[config.mk]
export PLATFORM = sky130hd
export DESIGN_NAME = wlc_front
export DESIGN_NICKNAME = d
export VERILOG_FILES = /design/src/design/wlc_pkg.sv /design/src/design/wlc_front.sv
export SDC_FILE = /design/constraint.sdc
export NUM_CORES = 1
export LEC_CHECK = 0
export BUFFER_PORTS_ARGS = -buffer_cell sky130_fd_sc_hd__buf_2
export CAP_MARGIN = 10
export CORE_ASPECT_RATIO = 0.8
export CORE_MARGIN = 2
export CORE_UTILIZATION = 52
export CTS_CLUSTER_SIZE = 16
export DETAILED_ROUTE_END_ITERATION = 12
export PLACE_DENSITY = 0.8
export SYNTH_ARGS = -nofsm -noshare
export SYNTH_HDL_FRONTEND = slang
export SYNTH_SLANG_ARGS = --single-unit
[constraint.sdc]
create_clock -name clk -period 10.6 [get_ports clk]
set_clock_uncertainty 0.2 [all_clocks]
set_input_delay 2.12 -clock clk [delete_from_list [all_inputs] [get_ports clk]]
set_output_delay 2.12 -clock clk [all_outputs]
set_load 0.01 [all_outputs]
[src/design/wlc_pkg.sv]
// ----------------------------------------------------------------------------
// wlc_pkg
// Shared types and constants for the size-weighted LRU cache.
// ----------------------------------------------------------------------------
package wlc_pkg;

    localparam int ENTRIES   = 32;
    localparam int IDX_W     = $clog2(ENTRIES);
    localparam int CNT_W     = $clog2(ENTRIES + 1);
    localparam int BUF_DEPTH = ENTRIES + 1;
    localparam int BUF_W     = $clog2(BUF_DEPTH);
    localparam int Q_DEPTH   = 2;
    localparam int Q_W       = $clog2(Q_DEPTH);

    localparam logic [19:0] LIMIT_RESET = 20'd65536;

    localparam logic [1:0] REQ_GET      = 2'd0;
    localparam logic [1:0] REQ_PUT      = 2'd1;
    localparam logic [1:0] REQ_CLEAR    = 2'd2;
    localparam logic [1:0] REQ_RESERVED = 2'd3;

    localparam logic [2:0] KIND_RELEASE    = 3'd0;
    localparam logic [2:0] KIND_HIT        = 3'd1;
    localparam logic [2:0] KIND_MISS       = 3'd2;
    localparam logic [2:0] KIND_PUT_DONE   = 3'd3;
    localparam logic [2:0] KIND_PUT_REJECT = 3'd4;
    localparam logic [2:0] KIND_CLEAR_DONE = 3'd5;

    typedef struct packed {
        logic [1:0]  req_type;
        logic        text_present;
        logic [7:0]  role_id;
        logic [31:0] text_color;
        logic [31:0] text_key;
        logic [31:0] value_handle;
        logic [19:0] entry_bytes;
    } wlc_req_t;

    typedef struct packed {
        logic [2:0]  result_kind;
        logic [31:0] out_value;
        logic [19:0] total_bytes;
        logic [5:0]  entry_count;
        logic        last_result;
    } wlc_rsp_t;

    typedef enum logic [1:0] {
        OP_GET,
        OP_PUT,
        OP_REJECT,
        OP_CLEAR
    } wlc_op_t;

    typedef struct packed {
        wlc_op_t     op;
        logic        present;
        logic [7:0]  role_id;
        logic [31:0] color;
        logic [31:0] key;
        logic [31:0] value;
        logic [19:0] nbytes;
    } wlc_cmd_t;

    typedef struct packed {
        logic [2:0]  kind;
        logic [31:0] value;
    } wlc_buf_t;

    typedef enum logic [2:0] {
        ST_IDLE,
        ST_LOOKUP,
        ST_PUT_UPD,
        ST_EVICT,
        ST_FINISH,
        ST_DRAIN
    } wlc_state_t;

endpackage

[src/design/wlc_front.sv]
// ----------------------------------------------------------------------------
// wlc_front
// Accepts request words, classifies them and holds them in a short queue.
// ----------------------------------------------------------------------------
module wlc_front
    import wlc_pkg::*;
(
    input  logic        clk,
    input  logic        rst_n,
    input  logic        start,
    output logic        busy,
    input  wlc_req_t    req,
    input  logic [19:0] byte_limit,
    output logic        cmd_valid,
    output wlc_cmd_t    cmd,
    input  logic        cmd_pop
);

    wlc_cmd_t       q_mem [Q_DEPTH];
    logic [Q_W-1:0] wr_ptr_reg;
    logic [Q_W-1:0] rd_ptr_reg;
    logic [Q_W:0]   cnt_reg;
    wlc_cmd_t       cls;
    logic           push;
    logic           pop;

    assign busy      = (cnt_reg == (Q_W + 1)'(Q_DEPTH));
    assign cmd_valid = (cnt_reg != '0);
    assign cmd       = q_mem[rd_ptr_reg];
    // reserved request type is taken and dropped
    assign push      = start && !busy && (req.req_type != REQ_RESERVED);
    assign pop       = cmd_pop && cmd_valid;

    always_comb
    begin
        cls.present   = req.text_present;
        cls.role_id   = req.role_id;
        cls.color     = req.text_color;
        cls.key       = req.text_key;
        cls.value     = req.value_handle;
        cls.nbytes    = req.entry_bytes;
        case (req.req_type)
            REQ_GET:   cls.op = OP_GET;
            REQ_PUT:   cls.op = (!req.text_present || req.entry_bytes > byte_limit)
                                ? OP_REJECT : OP_PUT;
            REQ_CLEAR: cls.op = OP_CLEAR;
            default:   cls.op = OP_GET;
        endcase
    end

    always_ff @(posedge clk)
    begin
        if (push)
        begin
            q_mem[wr_ptr_reg] <= cls;
        end
    end

    always_ff @(posedge clk or negedge rst_n)
    begin
        if (!rst_n)
        begin
            wr_ptr_reg <= '0;
            rd_ptr_reg <= '0;
            cnt_reg    <= '0;
        end
        else
        begin
            if (push)
            begin
                wr_ptr_reg <= (wr_ptr_reg == Q_W'(Q_DEPTH - 1)) ? '0 : wr_ptr_reg + 1'b1;
            end
            if (pop)
            begin
                rd_ptr_reg <= (rd_ptr_reg == Q_W'(Q_DEPTH - 1)) ? '0 : rd_ptr_reg + 1'b1;
            end
            if (push && !pop)
            begin
                cnt_reg <= cnt_reg + 1'b1;
            end
            else if (!push && pop)
            begin
                cnt_reg <= cnt_reg - 1'b1;
            end
        end
    end

endmodule

* Word level (Yosys, flattened, before mapping)
Memories as Yosys holds them, arrays and structs flattened. Index checks and enable logic that the tools add are counted. W data, S select, Z words.
Storage, ports and cells: memory bits (writable) 254, register bits after elaboration 4, memories 1
Memory list:
- q_mem | words 2, bits a word 127, read ports 1, clocked after Yosys merged registers in 0, wr ports 1, RTL line wlc_front.sv:19 | wlc_cmd_t q_mem [Q_DEPTH];
Cells by class: add/sub/neg operators 4, reductions and logical operators 12, magnitude comparators 1, multiplexer cells 8, equal/unequal tests 4
Operators with widths (count):
- $gt A20 B20 Y1 | 1
- $mux W2 | 3
- $logic_and A1 B1 Y1 | 5
- $eq A2 B2 Y1 const B | 2
- $logic_not A1 Y1 | 4
- $mux W1 | 4
- $pmux W2 S2 | 1
- $reduce_bool A2 Y1 | 2
- $add A1 B1 Y1 const B | 2
- $add A2 B1 Y2 const B | 1
- $eq A2 B1 Y1 const B | 1
- $ne A2 B2 Y1 const B | 1
- $sub A2 B1 Y2 const B | 1
- $logic_or A1 B1 Y1 | 1

* Depth between registers and ports, before layout
depth after elaboration 8, mapped depth 7

* Worst setup path before layout
OpenSTA, ideal clock, no wires.
path kind input to register, start input port req[125] (netlist name), end memory q_mem[0][0] (netlist name), enable pin, arrival 8322 ps, path slack 1448 ps, stages 3, data required time 9770 ps, path buffers 0, path through ha_1 > nor3b_1 > nor2b_1
On the way: word-level cells in the longest chain between the ends 4
Ends and longest elaborated chain:
- start, declared | RTL line wlc_front.sv:12 | input wlc_req_t req,
- $ne A2 B2 Y1 | RTL line wlc_front.sv:31 | assign push = start && !busy && (req.req_type != REQ_RESERVED);
- $logic_and A1 B1 Y1 | RTL line wlc_front.sv:31
- named net push | RTL line wlc_front.sv:24 | logic push;
- $mux W1 | RTL line wlc_front.sv:53 | if (push)
- $mux W1 (implied by the code) | RTL line wlc_front.sv:55 | q_mem[wr_ptr_reg] <= cls;
- end, declared | RTL line wlc_front.sv:19
The timed path passes the listed nets, and every way through them passes these cells.

==> results.py <==
metrics = {
    "timing": {
        "rsz0062_at_grt": "false",
        "finalSetupViolations": 0,
        "post-route-period-util_pct": 49.56,
        "setup_slack_ps": 5347,
        "fin_tns_setup_ps": 0,
        "worstMarginPinSlew_ps": 970.1,
        "hold_violations": 0,
        "fmax_ghz": 0.1904,
        "maxSlewHeadroom_pct": 35.33,
        "min_period_ps": 5253,
        "finalMaxSlewViolations": 0,
    },
    "detailed_routing": {
        "ant_nets": 0,
        "drc": 0,
        "wl_per_cell_um": 18.01,
        "vias": 5432,
        "vias_per_cell": 5.072,
        "wl_mm": 19.29,
        "first_pass_iters": 4,
        "drtIter0Drc": 358,
    },
    "placement": {
        "dpl_cell_area_um2": 11630,
        "portBuffers": 279,
        "place.gp.congestion": 0.7681,
        "post-place-ws_ps": 5314,
        "dp_hpwl_mm": 13.22,
    },
    "setup_path": {
        "endpoint": "cmd[0]",
        "crit_start": "rd_ptr_reg$_DFFE_PN0P_",
        "regToRegStartpoint": "cnt_reg[1]$_DFFE_PN0P_",
        "required_ps": 8280,
        "start_kind": "flip-flop",
        "path_max_fanout": 72,
        "worstSetupPathType": "flip-flop to output port",
        "end_kind": "output port",
        "rr_worst_depth": 4,
        "crit_arrival_ps": 2930,
        "r2r_end": "q_mem[1][101]$_DFFE_PP_",
        "r2r_setup_slack_ps": 7220,
    },
    "floorplanning": {
        "start_util_pct": 52.61,
        "core_area_um2": 18860,
        "io_pins": 280,
        "die_x_um": 158.4,
        "dieArea_um2": 20210,
        "die_h_um": 127.6,
        "num_rows": 45,
    },
    "worst_hold_path": {
        "hold_path_class": "flip-flop to flip-flop",
    },
    "clock_tree": {
        "cts_num_sinks": 258,
        "root_buffer": "clkbuf_16",
        "cts_buffers": 25,
        "path_clk_slew_ps": 60,
        "tritoncts": "done",
        "clockBufferDepth": 3,
        "cts_setup_buffers": 0,
        "cts_hold_buffers": 0,
        "clk_latency_ps": 500,
        "cts.htree.levels": 1,
        "cts.repair.resized": 0,
    },
    "synth": {
        "synthTopCellsByArea": "edfxtp_1 77%, mux2_2 14%, ha_1 3.0%",
        "synth_area_leader_cell": "edfxtp_1",
        "synth-simple-area-share_pct": 1.614,
        "synth_compound_area_share_pct": 1.236,
        "synth_cell_type_count": 31,
        "synthMuxAreaShare_pct": 14.41,
        "synthXorXnorAreaFrac_pct": 0.4413,
        "syn_nets": 672,
        "syn_avg_cell_area_um2": 19.97,
        "syn_inst": 497,
        "ys_ff_latch": 258,
        "synth_top_family_by_area": "multiplexers",
        "synth_top_area_share_pct": 76.86,
        "synth_adder_area_share_pct": 3.026,
        "syn_area_um2": 9923,
        "ys_seq_area_share_pct": 77.87,
        "ys.warnings.count": 0,
    },
    "layout": {
        "drive_above_1_share_pct": 55.61,
        "nets": 968,
        "fin_area_um2": 12430,
        "areaGrowthSynthToFinish_pct": 25.23,
        "largest_register_ffs": 254,
    },
    "pwr": {
        "p_leak_nw": 4.816,
        "p_total_w": 0.003106,
        "power_density_nw_per_um2": 249.9,
        "ir_worst_vdd_uv": 143.2,
    },
    "global_routing": {
        "antenna_found_initial": 2,
        "grt_first_pass_wirelength_mm": 28.28,
        "track_usage_pct": 18.14,
        "grt-ovfl-total": 0,
        "grt_pass1_vias": 5748,
        "grt_max_degree": 73,
    },
    "job": {
        "cap_violations": 0,
    },
    "outcome": {
        "run_status": "finished clean",
    },
}
## worst min-delay path by stage
stage	cells after the start	slack [ps]	start	end
5_1_grt	1	320	cnt_reg[1]$_DFFE_PN0P_	cnt_reg[1]$_DFFE_PN0P_
6_report	1	290	cnt_reg[1]$_DFFE_PN0P_	cnt_reg[1]$_DFFE_PN0P_
2_1_floorplan	1	250	cnt_reg[1]$_DFFE_PN0P_	cnt_reg[1]$_DFFE_PN0P_
3_3_place_gp	1	270	cnt_reg[1]$_DFFE_PN0P_	cnt_reg[1]$_DFFE_PN0P_
4_1_cts	1	290	cnt_reg[1]$_DFFE_PN0P_	cnt_reg[1]$_DFFE_PN0P_
3_5_place_dp	1	280	cnt_reg[1]$_DFFE_PN0P_	cnt_reg[1]$_DFFE_PN0P_
## where the power goes
group	switching (W)	internal [W]
Combinational	0.000441	0.000395
Clock	0.000346	0.000502
Sequential	0.0000830	0.00134
## through the flow
step / std cells / utilization (%) / hold WS, ps
floorplan: 497 / - / 247.4
global placement: 1024 / 61.68 / 267.1
detailed placement: 1024 / 61.68 / 279.1
CTS: 1069 / 65.86 / 286.9
global route: 1071 / 65.88 / 324.4
finish: 1071 / 65.88 / 289.9
## layout by cell type, fill, tap and decap left out, types with 2 or more instances in the layout
cell and n:
nand2_1 6, xor2_1 3, clkinv_2 7, inv_1 23
dfrtp_1 3, ha_1 24, buf_4 4, diode_2 2
clkbuf_16 25, xnor2_1 2, o21ai_0 3, nand4_1 5
bufinv_16 3, a21oi_1 8, nor2_1 2, clkinv_1 7
edfxtp_1 254, nand3_1 2, mux2_2 127, clkbuf_1 3
buf_2 279, nor2b_1 3
## synthesized netlist by cell type
cell type	number
edfxtp_1	254
mux2_2	127
ha_1	24
inv_1	23
clkbuf_1	14
a21oi_1	8
nand2_1	6
nand4_1	5
dfrtp_1	4
nor2b_1	4
o21ai_0	3
xor2_1	3
nand3_1	2
nor2_1	2
xnor2_1	2
a2111oi_0	1
a211oi_1	1
a21o_1	1
a21oi_2	1
a221o_1	1
and2_1	1
nand3b_1	1
nor3b_1	1
nor4b_1	1
o211ai_1	1
o21ba_1	1
o21bai_1	1
or2_1	1
or2_2	1
or4_4	1
or4b_1	1
## area by class of cell
type / count / area (um^2)
clock buffers: 28 / 636.9
repair buffers: 283 / 1426
inverters: 23 / 86.33
diodes: 2 / 5.005
flip-flops and latches: 258 / 7731
clock inverters: 17 / 151.4
multi-input cells: 202 / 2067
well taps: 258 / 322.8
fillers: 1292 / 6435
## cell families after synthesis
family / after synthesis
xor gates and xnor gates: 5
adders and majority gates: 24
buffers and inverters: 37
and+or+nand+nor: 27
AOI/OAI and AO/OA: 19
DFF: 258
muxes: 127
## routing by layer
metal	GRT usage (%)	share of wire, %
met1	22.89	41
met2	31.15	48
met3	4.376	7.9
met4	5.829	3.0
met5	0	0
## worst max-delay path, stage by stage (launching register included)
cell and delay [ps]:
dfrtp_4 920, buf_4 840, mux2_2 440, buf_2 150
Power figures use the tool's default switching activity.
